`src/rtl/sacs_pkg.sv`:
```
// ----------------------------------------------------------------------------
// Servo angle command slewer package
// Shared constants, codes and types for the command parser and slew engine.
// ----------------------------------------------------------------------------
package sacs_pkg;

   localparam int NUM_CHANNELS = 7;
   localparam int CH_W         = (NUM_CHANNELS > 1) ? $clog2(NUM_CHANNELS) : 1;
   localparam int CNT_W        = $clog2(NUM_CHANNELS + 1);

   localparam int FIFO_DEPTH = 2;
   localparam int FIFO_PTR_W = (FIFO_DEPTH > 1) ? $clog2(FIFO_DEPTH) : 1;
   localparam int FIFO_CNT_W = $clog2(FIFO_DEPTH + 1);

   localparam logic [7:0] ANGLE_MAX   = 8'd180;
   localparam logic [7:0] ANGLE_RESET = 8'd90;
   localparam logic [7:0] ACC_CAP     = 8'd181;

   localparam logic [15:0] PULSE_MIN_RESET  = 16'd500;
   localparam logic [15:0] PULSE_SPAN_RESET = 16'd2000;

   // Division by 180 of a product below 2^24 is exact as (x * RECIP_180) >> 32.
   localparam int          PROD_W      = 24;
   localparam int          RECIP_W     = 25;
   localparam int          RECIP_SHIFT = 32;
   localparam logic [RECIP_W-1:0] RECIP_180 = 25'd23860930;

   localparam logic [7:0] CHAR_NUL   = 8'h00;
   localparam logic [7:0] CHAR_TAB   = 8'h09;
   localparam logic [7:0] CHAR_CR    = 8'h0D;
   localparam logic [7:0] CHAR_SPACE = 8'h20;
   localparam logic [7:0] CHAR_PLUS  = 8'h2B;
   localparam logic [7:0] CHAR_COMMA = 8'h2C;
   localparam logic [7:0] CHAR_MINUS = 8'h2D;
   localparam logic [7:0] CHAR_ZERO  = 8'h30;
   localparam logic [7:0] CHAR_NINE  = 8'h39;

   localparam int CSR_INDEX_W = 2;

   typedef enum logic [CSR_INDEX_W-1:0] {
      CSR_PULSE_MIN  = 2'd0,
      CSR_PULSE_SPAN = 2'd1
   } csr_index_type;

   typedef enum logic [1:0] {
      OP_BYTE  = 2'd0,
      OP_FRAME = 2'd1,
      OP_TICK  = 2'd2
   } op_type;

   typedef enum logic [1:0] {
      PH_LEAD   = 2'd0,
      PH_SIGN   = 2'd1,
      PH_DIGITS = 2'd2,
      PH_DONE   = 2'd3
   } phase_type;

   typedef enum logic {
      BK_IDLE = 1'b0,
      BK_TICK = 1'b1
   } back_state_type;

   typedef logic [NUM_CHANNELS-1:0][7:0] angle_vec_type;

   typedef struct packed {
      logic              is_tick;
      logic [CNT_W-1:0]  count;
      angle_vec_type     values;
   } cmd_type;

   typedef struct packed {
      logic [15:0] pulse_min;
      logic [15:0] pulse_span;
   } cfg_type;

endpackage

```
`src/rtl/sacs_channels.sv`:
```
// ----------------------------------------------------------------------------
// Servo angle command slewer channels
// Valid/ready channel interfaces for received items and channel results.
// ----------------------------------------------------------------------------
interface sacs_req_if;
   logic       valid;
   logic       ready;
   logic [1:0] op;
   logic [7:0] data_byte;

   modport source (output valid, output op, output data_byte, input ready);
   modport sink (input valid, input op, input data_byte, output ready);
endinterface

interface sacs_rsp_if;
   logic        valid;
   logic        ready;
   logic [2:0]  channel;
   logic [7:0]  angle;
   logic [15:0] pulse_width;
   logic        moved;
   logic        last;

   modport source (output valid, output channel, output angle, output pulse_width,
                   output moved, output last, input ready);
   modport sink (input valid, input channel, input angle, input pulse_width,
                 input moved, input last, output ready);
endinterface

```
`src/rtl/servo_angle_command_slewer.sv`:
```
// A slew tick passes the command queue, the engine state register and the s1, s2 and
// result registers before its first channel result, then one result per cycle while
// the result side takes them. One received byte or, while the command queue has room,
// frame end per cycle; a tick steps the seven channels through one pulse-width unit.
// Reset is synchronous and active high: all angles and targets return to 90 degrees,
// the pulse registers to 500 and 2000, the parser and command queue are emptied.
// ----------------------------------------------------------------------------
// Servo angle command slewer
// Parses comma-separated angle messages and slews seven servo channels.
// ----------------------------------------------------------------------------
module servo_angle_command_slewer
   import sacs_pkg::*;
(
   input  logic                    clock,
   input  logic                    reset,
   sacs_req_if.sink                req_chan,
   sacs_rsp_if.source              rsp_chan,
   input  logic                    csr_wen,
   input  logic [CSR_INDEX_W-1:0]  csr_index,
   input  logic [15:0]             csr_wdata
);

   cfg_type  cfg_ff, cfg_in;
   logic     cmd_push;
   cmd_type  cmd_data;
   logic     cmd_pop;
   cmd_type  cmd_head;
   logic     cmd_full;
   logic     cmd_empty;

   always_comb begin
      cfg_in = cfg_ff;
      if (csr_wen) begin
         case (csr_index_type'(csr_index))
            CSR_PULSE_MIN: begin
               cfg_in.pulse_min = csr_wdata;
            end
            CSR_PULSE_SPAN: begin
               cfg_in.pulse_span = csr_wdata;
            end
            default: begin
               cfg_in = cfg_ff;
            end
         endcase
      end
   end

   always_ff @(posedge clock) begin
      if (reset) begin
         cfg_ff.pulse_min  <= PULSE_MIN_RESET;
         cfg_ff.pulse_span <= PULSE_SPAN_RESET;
      end else begin
         cfg_ff <= cfg_in;
      end
   end

   sacs_front u_front (
      .clock    (clock),
      .reset    (reset),
      .req_chan (req_chan),
      .cmd_full (cmd_full),
      .cmd_push (cmd_push),
      .cmd_data (cmd_data)
   );

   sacs_cmd_fifo u_cmd_fifo (
      .clock     (clock),
      .reset     (reset),
      .push      (cmd_push),
      .push_data (cmd_data),
      .pop       (cmd_pop),
      .head      (cmd_head),
      .full      (cmd_full),
      .empty     (cmd_empty)
   );

   sacs_back u_back (
      .clock     (clock),
      .reset     (reset),
      .cfg       (cfg_ff),
      .cmd_empty (cmd_empty),
      .cmd_head  (cmd_head),
      .cmd_pop   (cmd_pop),
      .rsp_chan  (rsp_chan)
   );

endmodule

```
`src/rtl/sacs_cmd_fifo.sv`:
```
// ----------------------------------------------------------------------------
// Servo angle command slewer command queue
// Short register queue of frame and tick commands between parser and engine.
// ----------------------------------------------------------------------------
module sacs_cmd_fifo
   import sacs_pkg::*;
(
   input  logic    clock,
   input  logic    reset,
   input  logic    push,
   input  cmd_type push_data,
   input  logic    pop,
   output cmd_type head,
   output logic    full,
   output logic    empty
);

   cmd_type                 entry_ff [FIFO_DEPTH];
   cmd_type                 entry_in [FIFO_DEPTH];
   logic [FIFO_PTR_W-1:0]   wr_ptr_ff, wr_ptr_in;
   logic [FIFO_PTR_W-1:0]   rd_ptr_ff, rd_ptr_in;
   logic [FIFO_CNT_W-1:0]   count_ff, count_in;
   logic                    do_push;
   logic                    do_pop;

   assign full    = (count_ff == FIFO_CNT_W'(FIFO_DEPTH));
   assign empty   = (count_ff == '0);
   assign head    = entry_ff[rd_ptr_ff];
   assign do_push = push && !full;
   assign do_pop  = pop && !empty;

   always_comb begin
      entry_in  = entry_ff;
      wr_ptr_in = wr_ptr_ff;
      rd_ptr_in = rd_ptr_ff;
      count_in  = count_ff;
      if (do_push) begin
         entry_in[wr_ptr_ff] = push_data;
         wr_ptr_in = (wr_ptr_ff == FIFO_PTR_W'(FIFO_DEPTH - 1)) ? '0 : wr_ptr_ff + 1'b1;
      end
      if (do_pop) begin
         rd_ptr_in = (rd_ptr_ff == FIFO_PTR_W'(FIFO_DEPTH - 1)) ? '0 : rd_ptr_ff + 1'b1;
      end
      if (do_push && !do_pop) begin
         count_in = count_ff + 1'b1;
      end else if (do_pop && !do_push) begin
         count_in = count_ff - 1'b1;
      end
   end

   always_ff @(posedge clock) begin
      if (reset) begin
         wr_ptr_ff <= '0;
         rd_ptr_ff <= '0;
         count_ff  <= '0;
      end else begin
         wr_ptr_ff <= wr_ptr_in;
         rd_ptr_ff <= rd_ptr_in;
         count_ff  <= count_in;
      end
   end

   always_ff @(posedge clock) begin
      entry_ff <= entry_in;
   end

endmodule

```
`src/rtl/sacs_front.sv`:
```
// ----------------------------------------------------------------------------
// Servo angle command slewer front end
// Parses received bytes into pending angles and queues frame and tick commands.
// ----------------------------------------------------------------------------
module sacs_front
   import sacs_pkg::*;
(
   input  logic      clock,
   input  logic      reset,
   sacs_req_if.sink  req_chan,
   input  logic      cmd_full,
   output logic      cmd_push,
   output cmd_type   cmd_data
);

   phase_type        phase_ff, phase_in;
   logic [7:0]       acc_ff, acc_in;
   logic             seen_ff, seen_in;
   logic             neg_ff, neg_in;
   logic             stopped_ff, stopped_in;
   logic [CNT_W-1:0] count_ff, count_in;
   angle_vec_type    pending_ff, pending_in;

   op_type           op;
   logic             accept;
   logic             digit;
   logic             blank;
   logic [7:0]       digit_val;
   logic [10:0]      acc_mul;
   logic [7:0]       close_val;
   logic             close_wr;
   logic             close;
   logic             frame;

   assign op             = op_type'(req_chan.op);
   assign req_chan.ready = !(cmd_full && (op == OP_FRAME || op == OP_TICK));
   assign accept         = req_chan.valid && req_chan.ready;

   assign digit     = (req_chan.data_byte >= CHAR_ZERO) && (req_chan.data_byte <= CHAR_NINE);
   assign blank     = (req_chan.data_byte == CHAR_SPACE) ||
                      ((req_chan.data_byte >= CHAR_TAB) && (req_chan.data_byte <= CHAR_CR));
   assign digit_val = req_chan.data_byte - CHAR_ZERO;
   assign acc_mul   = 11'(acc_ff) * 11'd10 + 11'(digit_val);
   assign close_val = neg_ff ? 8'd0 : ((acc_ff > ANGLE_MAX) ? ANGLE_MAX : acc_ff);
   assign close_wr  = seen_ff && (count_ff < CNT_W'(NUM_CHANNELS));

   always_comb begin
      phase_in   = phase_ff;
      acc_in     = acc_ff;
      seen_in    = seen_ff;
      neg_in     = neg_ff;
      stopped_in = stopped_ff;
      count_in   = count_ff;
      pending_in = pending_ff;
      close      = 1'b0;
      frame      = 1'b0;
      cmd_push   = 1'b0;
      cmd_data.is_tick = 1'b0;

      if (accept) begin
         case (op)
            OP_BYTE: begin
               if (!stopped_ff) begin
                  if (req_chan.data_byte == CHAR_NUL) begin
                     stopped_in = 1'b1;
                  end else if (req_chan.data_byte == CHAR_COMMA) begin
                     close = 1'b1;
                  end else begin
                     seen_in = 1'b1;
                     case (phase_ff)
                        PH_LEAD: begin
                           if (blank) begin
                              phase_in = PH_LEAD;
                           end else if (req_chan.data_byte == CHAR_PLUS ||
                                        req_chan.data_byte == CHAR_MINUS) begin
                              neg_in   = (req_chan.data_byte == CHAR_MINUS);
                              phase_in = PH_SIGN;
                           end else if (digit) begin
                              acc_in   = digit_val;
                              phase_in = PH_DIGITS;
                           end else begin
                              phase_in = PH_DONE;
                           end
                        end
                        PH_SIGN: begin
                           if (digit) begin
                              acc_in   = digit_val;
                              phase_in = PH_DIGITS;
                           end else begin
                              phase_in = PH_DONE;
                           end
                        end
                        PH_DIGITS: begin
                           if (digit) begin
                              acc_in = (acc_mul > 11'(ACC_CAP)) ? ACC_CAP : acc_mul[7:0];
                           end else begin
                              phase_in = PH_DONE;
                           end
                        end
                        default: begin
                           phase_in = phase_ff;
                        end
                     endcase
                  end
               end
            end
            OP_FRAME: begin
               close      = 1'b1;
               frame      = 1'b1;
               cmd_push   = 1'b1;
               stopped_in = 1'b0;
            end
            OP_TICK: begin
               cmd_push         = 1'b1;
               cmd_data.is_tick = 1'b1;
            end
            default: begin
               cmd_push = 1'b0;
            end
         endcase
      end

      if (close) begin
         if (close_wr) begin
            pending_in[count_ff[CH_W-1:0]] = close_val;
            count_in = count_ff + 1'b1;
         end
         acc_in   = '0;
         phase_in = PH_LEAD;
         seen_in  = 1'b0;
         neg_in   = 1'b0;
      end

      cmd_data.count  = count_in;
      cmd_data.values = pending_in;
      if (frame) begin
         count_in = '0;
      end
   end

   always_ff @(posedge clock) begin
      if (reset) begin
         phase_ff   <= PH_LEAD;
         acc_ff     <= '0;
         seen_ff    <= 1'b0;
         neg_ff     <= 1'b0;
         stopped_ff <= 1'b0;
         count_ff   <= '0;
      end else begin
         phase_ff   <= phase_in;
         acc_ff     <= acc_in;
         seen_ff    <= seen_in;
         neg_ff     <= neg_in;
         stopped_ff <= stopped_in;
         count_ff   <= count_in;
      end
   end

   always_ff @(posedge clock) begin
      pending_ff <= pending_in;
   end

endmodule

```
`src/rtl/sacs_back.sv`:
```
// ----------------------------------------------------------------------------
// Servo angle command slewer back end
// Applies frame targets and slews each channel, computing its pulse width.
// ----------------------------------------------------------------------------
module sacs_back
   import sacs_pkg::*;
(
   input  logic        clock,
   input  logic        reset,
   input  cfg_type     cfg,
   input  logic        cmd_empty,
   input  cmd_type     cmd_head,
   output logic        cmd_pop,
   sacs_rsp_if.source  rsp_chan
);

   back_state_type     state_ff, state_in;
   logic [CH_W-1:0]    ch_ff, ch_in;
   angle_vec_type      target_ff, target_in;
   angle_vec_type      current_ff, current_in;

   logic               s1_valid_ff, s1_valid_in;
   logic [PROD_W-1:0]  s1_prod_ff;
   logic [7:0]         s1_angle_ff;
   logic               s1_moved_ff;
   logic               s1_last_ff;
   logic [CH_W-1:0]    s1_ch_ff;

   logic               s2_valid_ff, s2_valid_in;
   logic [15:0]        s2_quot_ff;
   logic [7:0]         s2_angle_ff;
   logic               s2_moved_ff;
   logic               s2_last_ff;
   logic [CH_W-1:0]    s2_ch_ff;

   logic               rsp_valid_ff, rsp_valid_in;
   logic [2:0]         rsp_channel_ff;
   logic [7:0]         rsp_angle_ff;
   logic [15:0]        rsp_pulse_ff;
   logic               rsp_moved_ff;
   logic               rsp_last_ff;

   logic               adv;
   logic               issue;
   logic               apply;
   logic [7:0]         cur;
   logic [7:0]         tgt;
   logic [7:0]         new_angle;
   logic               new_moved;
   logic [PROD_W-1:0]  prod;
   logic [PROD_W+RECIP_W-1:0] recip_mul;
   logic [16:0]        pulse_sum;

   assign adv = !rsp_valid_ff || rsp_chan.ready;

   always_comb begin
      state_in = state_ff;
      case (state_ff)
         BK_IDLE: begin
            if (!cmd_empty && cmd_head.is_tick) begin
               state_in = BK_TICK;
            end
         end
         BK_TICK: begin
            if (adv && ch_ff == CH_W'(NUM_CHANNELS - 1)) begin
               state_in = BK_IDLE;
            end
         end
         default: begin
            state_in = BK_IDLE;
         end
      endcase
   end

   always_comb begin
      cmd_pop = 1'b0;
      apply   = 1'b0;
      issue   = 1'b0;
      ch_in   = ch_ff;
      case (state_ff)
         BK_IDLE: begin
            cmd_pop = !cmd_empty;
            apply   = !cmd_empty && !cmd_head.is_tick;
            ch_in   = '0;
         end
         BK_TICK: begin
            issue = adv;
            if (adv) begin
               ch_in = (ch_ff == CH_W'(NUM_CHANNELS - 1)) ? '0 : ch_ff + 1'b1;
            end
         end
         default: begin
            ch_in = '0;
         end
      endcase
   end

   always_comb begin
      cur       = current_ff[ch_ff];
      tgt       = target_ff[ch_ff];
      new_angle = cur;
      new_moved = 1'b0;
      if (cur < tgt) begin
         new_angle = cur + 8'd1;
         new_moved = 1'b1;
      end else if (cur > tgt) begin
         new_angle = cur - 8'd1;
         new_moved = 1'b1;
      end
      prod = PROD_W'(new_angle) * PROD_W'(cfg.pulse_span);

      current_in = current_ff;
      if (issue) begin
         current_in[ch_ff] = new_angle;
      end

      target_in = target_ff;
      for (int i = 0; i < NUM_CHANNELS; i++) begin
         if (apply && (CNT_W'(i) < cmd_head.count)) begin
            target_in[i] = cmd_head.values[i];
         end
      end
   end

   assign recip_mul = (PROD_W + RECIP_W)'(s1_prod_ff) * (PROD_W + RECIP_W)'(RECIP_180);
   assign pulse_sum = 17'(cfg.pulse_min) + 17'(s2_quot_ff);

   assign s1_valid_in  = adv ? issue : s1_valid_ff;
   assign s2_valid_in  = adv ? s1_valid_ff : s2_valid_ff;
   assign rsp_valid_in = adv ? s2_valid_ff : rsp_valid_ff;

   always_ff @(posedge clock) begin
      if (reset) begin
         state_ff     <= BK_IDLE;
         ch_ff        <= '0;
         target_ff    <= {NUM_CHANNELS{ANGLE_RESET}};
         current_ff   <= {NUM_CHANNELS{ANGLE_RESET}};
         s1_valid_ff  <= 1'b0;
         s2_valid_ff  <= 1'b0;
         rsp_valid_ff <= 1'b0;
      end else begin
         state_ff     <= state_in;
         ch_ff        <= ch_in;
         target_ff    <= target_in;
         current_ff   <= current_in;
         s1_valid_ff  <= s1_valid_in;
         s2_valid_ff  <= s2_valid_in;
         rsp_valid_ff <= rsp_valid_in;
      end
   end

   always_ff @(posedge clock) begin
      if (adv) begin
         s1_prod_ff     <= prod;
         s1_angle_ff    <= new_angle;
         s1_moved_ff    <= new_moved;
         s1_last_ff     <= (ch_ff == CH_W'(NUM_CHANNELS - 1));
         s1_ch_ff       <= ch_ff;
         s2_quot_ff     <= recip_mul[RECIP_SHIFT+15:RECIP_SHIFT];
         s2_angle_ff    <= s1_angle_ff;
         s2_moved_ff    <= s1_moved_ff;
         s2_last_ff     <= s1_last_ff;
         s2_ch_ff       <= s1_ch_ff;
         rsp_channel_ff <= 3'(s2_ch_ff);
         rsp_angle_ff   <= s2_angle_ff;
         rsp_pulse_ff   <= pulse_sum[16] ? 16'hFFFF : pulse_sum[15:0];
         rsp_moved_ff   <= s2_moved_ff;
         rsp_last_ff    <= s2_last_ff;
      end
   end

   assign rsp_chan.valid       = rsp_valid_ff;
   assign rsp_chan.channel     = rsp_channel_ff;
   assign rsp_chan.angle       = rsp_angle_ff;
   assign rsp_chan.pulse_width = rsp_pulse_ff;
   assign rsp_chan.moved       = rsp_moved_ff;
   assign rsp_chan.last        = rsp_last_ff;

endmodule

```
`src/flat_wrapper.sv`:
```
// flat-port wrapper written by rule: the top's interface ports become plain ports
module servo_angle_command_slewer_flat import sacs_pkg::*;
  (clock, reset, csr_wen, csr_index, csr_wdata, req_chan_valid, req_chan_op, req_chan_data_byte, req_chan_ready, rsp_chan_valid, rsp_chan_channel, rsp_chan_angle, rsp_chan_pulse_width, rsp_chan_moved, rsp_chan_last, rsp_chan_ready);
  sacs_req_if req_chan_i ();
  sacs_rsp_if rsp_chan_i ();
  input  logic clock;
  input  logic reset;
  input  logic csr_wen;
  input  logic [CSR_INDEX_W-1:0] csr_index;
  input  logic [15:0] csr_wdata;
  input wire logic [$bits(req_chan_i.valid)-1:0] req_chan_valid;
  input wire logic [$bits(req_chan_i.op)-1:0] req_chan_op;
  input wire logic [$bits(req_chan_i.data_byte)-1:0] req_chan_data_byte;
  output wire logic [$bits(req_chan_i.ready)-1:0] req_chan_ready;
  output wire logic [$bits(rsp_chan_i.valid)-1:0] rsp_chan_valid;
  output wire logic [$bits(rsp_chan_i.channel)-1:0] rsp_chan_channel;
  output wire logic [$bits(rsp_chan_i.angle)-1:0] rsp_chan_angle;
  output wire logic [$bits(rsp_chan_i.pulse_width)-1:0] rsp_chan_pulse_width;
  output wire logic [$bits(rsp_chan_i.moved)-1:0] rsp_chan_moved;
  output wire logic [$bits(rsp_chan_i.last)-1:0] rsp_chan_last;
  input wire logic [$bits(rsp_chan_i.ready)-1:0] rsp_chan_ready;
  assign req_chan_i.valid = req_chan_valid;
  assign req_chan_i.op = req_chan_op;
  assign req_chan_i.data_byte = req_chan_data_byte;
  assign req_chan_ready = req_chan_i.ready;
  assign rsp_chan_valid = rsp_chan_i.valid;
  assign rsp_chan_channel = rsp_chan_i.channel;
  assign rsp_chan_angle = rsp_chan_i.angle;
  assign rsp_chan_pulse_width = rsp_chan_i.pulse_width;
  assign rsp_chan_moved = rsp_chan_i.moved;
  assign rsp_chan_last = rsp_chan_i.last;
  assign rsp_chan_i.ready = rsp_chan_ready;
  servo_angle_command_slewer u_core (.clock(clock), .reset(reset), .req_chan(req_chan_i), .rsp_chan(rsp_chan_i), .csr_wen(csr_wen), .csr_index(csr_index), .csr_wdata(csr_wdata));
endmodule
```
`config.mk`:
```
export PLATFORM = sky130hd
export DESIGN_NAME = servo_angle_command_slewer_flat
export DESIGN_NICKNAME = d
export VERILOG_FILES = /design/src/rtl/sacs_pkg.sv /design/src/rtl/sacs_channels.sv /design/src/rtl/servo_angle_command_slewer.sv /design/src/rtl/sacs_cmd_fifo.sv /design/src/rtl/sacs_front.sv /design/src/rtl/sacs_back.sv /design/src/flat_wrapper.sv
export SDC_FILE = /design/constraint.sdc
export NUM_CORES = 2
export LEC_CHECK = 0
export BUFFER_PORTS_ARGS = -buffer_cell sky130_fd_sc_hd__buf_2
export CELL_PAD_IN_SITES_DETAIL_PLACEMENT = 1
export CELL_PAD_IN_SITES_GLOBAL_PLACEMENT = 1
export CORE_MARGIN = 4
export CORE_UTILIZATION = 30
export CTS_CLUSTER_SIZE = 28
export DETAILED_ROUTE_END_ITERATION = 10
export GPL_TIMING_DRIVEN = 0
export PLACE_DENSITY = 0.5
export SYNTH_ARGS = -nofsm -noshare
export SYNTH_HDL_FRONTEND = slang
export SYNTH_SLANG_ARGS = --single-unit
```
`constraint.sdc`:
```
create_clock -name clock -period 10.5 [get_ports clock]
set_clock_uncertainty 0.05 [all_clocks]
set_input_delay 0.525 -clock clock [delete_from_list [all_inputs] [get_ports clock]]
set_output_delay 0.525 -clock clock [all_outputs]
set_load 0.005 [all_outputs]
```
# Word level (Yosys, flattened, before mapping)
# Index checks and enable logic that the tools add are counted.
# W data, S select, Z words.
# classes
magnitude_cmp	23
reduce_logical	51
n_bitwise	7
addsub	11
eq_ne	16
multipliers	3
muxes	63
# ops
op	count
$mux W60	4
$bwmux W120	1
$bwmux W56	2
$mux W56	2
$mux W8	13
$demux W60 S1	1
$bmux W8 S3	2
$demux W8 S3	2
$mul A24 B24 Y47 const B	1
$eq A8 B6 Y1 const B	4
$mul A8 B16 Y24	1
$pmux W8 S3	1
$logic_and A1 B1 Y1	22
$mux W1	21
$add A16 B16 Y17	1
$mux W3	4
$add A11 B8 Y11	1
$gt A11 B8 Y1 const B	1
$mul A8 B3 Y10 const B	1
$mux W2	5
$lt A3 B3 Y1 const A	3
$reduce_and A9 Y1	1
$add A8 B1 Y8 const B	1
$ge A8 B4 Y1 const B	1
other kinds (40)	78
# totals
output_inout_bits	31
ff_bits	442

# Depth between registers and ports, before layout
# depth
ltp_word	11
ltp_mapped	38
depth_no_buf	33

# By module
# Synthesis repeated with hierarchy kept, for this count alone.
# unflattened
hier_cells	2813
hier_area_um2	31143.6
# modules_own_cells
mod	area_each_um2	cells_each	seq_area_each_um2	n_inst
sacs_back	21360.5	2085	5235.0	1
sacs_cmd_fifo	4508.1	210	3683.5	1
sacs_front	3960.0	389	1441.4	1
servo_angle_command_slewer	1315.0	129	640.6	1

# Worst setup path before layout
# Ideal clock, no wire load.
# synth_path
path_kind	register to register
startpoint	register u_core.u_back.ch_ff[0]
endpoint	register u_core.u_back.s1_prod_ff[23] (data pin)
setup_time_ps	260
stages_incl_launch_ff	33
path_buffers	5
setup_slack_ps	2119
t_arrival_ps	8071
synth_period_minus_slack_ps	8381
path_cell_list	dfxtp_1 > buf_6 > buf_12 > buf_2 > buf_1 > mux4_2 > mux2i_1 > ha_1 > a21o_1 > a21o_1 > a21oi_1 > o21ai_0 > or4b_4 > a21oi_2 > xor2_2 > buf_6 > nand2_1 > fa_1 > fa_1 > inv_1 > fa_1 > inv_1 > fa_1 > inv_1 > ha_1 > a21boi_0 > o21ai_0 > a21oi_1 > a41oi_1 > o311ai_0 > a31o_2 > a21oi_1 > xnor2_1
# synth_via
elab_chain_cells	6
word_cells_on_any_way	11
cone_classes	add/sub: 2; mul: 1; order compare: 2; mux: 6
# synth_rtl
element	line	text
from (decl)	sacs_back.sv:18	logic [CH_W-1:0] ch_ff, ch_in;
from (signal assigned)	sacs_back.sv:143	ch_ff <= ch_in;
$bmux W8 S3 (on tied branches)	sacs_back.sv:99, sacs_back.sv:100	
$mux W8 (on tied branches)	sacs_back.sv:99, sacs_back.sv:100	
$sub A8 B1 Y8 / $gt A8 B8 Y1 (equally long branches)	sacs_back.sv:107, sacs_back.sv:106	
$mux W8	sacs_back.sv:106	end else if (cur > tgt) begin
$mux W8 (*)	sacs_back.sv:103	if (cur < tgt) begin
net u_core.u_back.new_angle[7]	sacs_back.sv:48	logic [7:0] new_angle;
$mul A8 B16 Y24 (*)	sacs_back.sv:110	prod = PROD_W'(new_angle) * PROD_W'(cfg.pulse_span);
net u_core.u_back.prod[23]	sacs_back.sv:50	logic [PROD_W-1:0] prod;
to (signal assigned)	sacs_back.sv:154	s1_prod_ff <= prod;
to (decl)	sacs_back.sv:23	logic [PROD_W-1:0] s1_prod_ff;
# Mark *: on every way through the listed nets, which the timed path passes. The rest lies on a longest branch. The select of a mux whose other input is x is not followed.
# A chain may end at the register's enable or synchronous reset.

# Final worst setup path
# layout_path
startpoint	register u_core.u_back.ch_ff[1]
endpoint	register u_core.u_back.s1_prod_ff[23] (data pin)
# Same word-level chain as after synthesis.

==> flow_metrics.env <==
export IMPL_htreeDepth=2
export IMPL_worstPathArrival_ns=10.09
export IMPL_layout_setup_ws_ns=0.730
export IMPL_die_w_um=326
export IMPL_grt_max_degree=58
export IMPL_fin_crit_sh_pct=93.0
export IMPL_yosysTopAreaCell="edfxtp_1"
export IMPL_numClockSinks=442
export IMPL_cap_viol_max_count=0
export IMPL_gp_congestion=0.897
export IMPL_synth_cell_type_count=77
export IMPL_yosys_top_cells_count="inv_1 (421), ha_1 (328), fa_1 (261)"
export IMPL_synth_seq_cells=442
export IMPL_seq_area_frac_synth_pct=36.4
export IMPL_cp_data_required_time_ns=10.82
export IMPL_synth_edf_count=215
export IMPL_cp_max_fo=10
export IMPL_maxSlewViolCount=0
export IMPL_critPathMaxStageDelay_ns=0.74
export IMPL_clk_pin_slew_ns=0.06
export IMPL_start_util_pct=30.2
export IMPL_yosys_warnings=0
export IMPL_port_buffer_count=63
export IMPL_synth_ff_type="dfxtp_1"
export IMPL_drc=0
export IMPL_cts_tree="built"
export IMPL_syn_inst=2801
export IMPL_ant_nets=0
export IMPL_synth_area_top_cells="edfxtp_1 (21%), fa_1 (17%), dfxtp_1 (15%), ha_1 (14%), inv_1 (5.2%)"
export IMPL_async_flop_share_pct=0
export IMPL_clk_latency_ns=0.64
export IMPL_rsz0062_at_grt="no"
export IMPL_routed_wl_um=85600
export IMPL_run_status="complete, no violations"
export IMPL_diodes=0
export IMPL_cts_hold_fix_buffers=0
export IMPL_die_area_mm2=0.106
export IMPL_vias=20200
export IMPL_gr_total_overflow=0
export IMPL_setup_tns_ns=0
export IMPL_layout_drive_gt1_share_pct=8.22
export IMPL_min_period_ns=9.77
export IMPL_place_ws_ns=-0.647
export IMPL_start_kind="flip-flop"
export IMPL_nets=3545
export IMPL_setup_viol=0
export IMPL_cts_root_buf="clkbuf_16"
export IMPL_dpl_cell_area_mm2=0.0323
export IMPL_io_pins=64
export IMPL_cp_end_kind="flip-flop"
export IMPL_worstMarginPinSlew_ns=1.11
export IMPL_fill_cells=11100
export IMPL_cts_resized=8
export IMPL_finalHoldViolCount=0
export IMPL_wl_per_cell_um=20.1
export IMPL_core_area_mm2=0.100
export IMPL_relSlewSlack_pct=25.9
export IMPL_syn_num_nets=3423
export IMPL_die_h_um=326
export IMPL_drt_initial_drc_count=835
export IMPL_hp_class="in -> reg"
export IMPL_fin_area_mm2=0.0342
export IMPL_viasPerCell=4.74
export IMPL_cts_buffer_depth=3
export IMPL_antenna_found_initial=4
export IMPL_postCtsSetupRepairBufs=0
export IMPL_synth_top_area_share_pct=21.3
export IMPL_first_global_vias=22500
export IMPL_avgSynthCellArea_um2=10.8
export IMPL_dr_pass1_iters=5
export IMPL_timing_fmax_mhz=102
export IMPL_grt_pass1_wl_um=133000
export IMPL_crit_slowest_cell="xnor2_1"
export IMPL_critPathKind="reg -> reg"
export IMPL_num_rows=116
export IMPL_synth_most_common_cell="inv_1"
export IMPL_cts_buffers=53
export IMPL_hpwl_um=68500
export IMPL_syn_area_mm2=0.0303
export IMPL_syn_to_final_growth_pct=13.0
export IMPL_grt_use_total_pct=16.2
kinds of logic (layout without fill, tap and decap cells):
group / Yosys count / count (layout) / synth area share, %
muxes: 147 / 147 / 5.69
AOI/OAI and AO/OA: 372 / 372 / 7.92
adders and majority gates: 589 / 589 / 30.8
xor gates and xnor gates: 70 / 70 / 2.05
buffers and inverters: 512 / 678 / 6.55
DFF: 442 / 442 / 36.4
and+or+nand+nor: 669 / 669 / 10.6
placed cells by master (no fill, tap or decap), types with 32 or more instances in the layout:
cell,count
dfxtp_1,227
inv_1,421
fa_1,261
nor2_1,178
nor2b_1,39
ha_1,328
clkbuf_16,54
buf_2,72
a211o_1,32
clkbuf_1,62
edfxtp_1,215
mux2i_1,105
and2_1,84
o21ai_0,90
nand2_1,224
a211oi_1,32
xnor2_1,46
a21oi_1,108
state kept, by name, summed over array words and instances, names as in the netlist, 2 cells and up:
register	cells
u_core.cfg_ff	32
u_core.u_back.ch_ff	3
u_core.u_back.current_ff	56
u_core.u_back.rsp_chan.angle	8
u_core.u_back.rsp_chan.channel	3
u_core.u_back.rsp_chan.pulse_width	16
u_core.u_back.s1_angle_ff	8
u_core.u_back.s1_ch_ff	3
u_core.u_back.s1_prod_ff	24
u_core.u_back.s2_angle_ff	8
u_core.u_back.s2_ch_ff	3
u_core.u_back.s2_quot_ff	16
u_core.u_back.target_ff	56
u_core.u_cmd_fifo.count_ff	2
u_core.u_cmd_fifo.entry_ff	120
u_core.u_front.acc_ff	8
u_core.u_front.count_ff	3
u_core.u_front.pending_ff	56
u_core.u_front.phase_ff	2
final timing paths:
check                                                   from                           end  slack, ns  depth (start not counted)
worst min-delay path                           csr_wdata[11]             u_core.cfg_ff[11]       0.15                          3
worst max-delay path                  u_core.u_back.ch_ff[1]  u_core.u_back.s1_prod_ff[23]       0.73                         31
worst max register to register        u_core.u_back.ch_ff[1]  u_core.u_back.s1_prod_ff[23]       0.73                         31
worst min register to register  u_core.u_back.s1_angle_ff[7]  u_core.u_back.s2_angle_ff[7]       0.37                          0
final cells by class:
cell class	count	area (um^2)	area share, %
multi-input cells	1847	17300	50.6
flip-flops and latches	442	11000	32.2
well taps	1298	1620	4.75
inverters	422	1590	4.64
clock buffers	67	1440	4.21
plain buffers	90	417	1.22
repair buffers	67	410	1.20
clock inverters	32	405	1.19
stage by stage:
step | std cells | utilization, % | hold slack, ns
floorplan | 2801 | - | 0.350
global placement | 4162 | 32.1 | 0.353
detailed placement | 4166 | 32.3 | 0.356
CTS | 4265 | 34.1 | 0.104
global route | 4265 | 34.1 | 0.159
finish | 4265 | 34.1 | 0.150
worst max-delay path: cells and delay by family (launching register included):
| family | cells | cell delay (ns) |
|---|---|---|
| and+or+nand+nor | 2 | 0.51 |
| buffers and inverters | 9 | 2.54 |
| AOI/OAI and AO/OA | 12 | 2.54 |
| adders and majority gates | 5 | 2.09 |
| DFF | 1 | 0.55 |
| muxes | 1 | 0.29 |
| xor gates and xnor gates | 2 | 0.89 |
routing by layer:
metal	wire length [um]	track usage [%]	up-vias
met1	37900	20.5	10300
li1	-	-	9623
met4	1370	3.30	0
met2	43700	29.4	223
met5	0	0	-
met3	2640	2.08	75
Power is left out: the tool's default activity adds up to more than one toggle a clock period on the data nets, which glitch-free logic cannot reach.
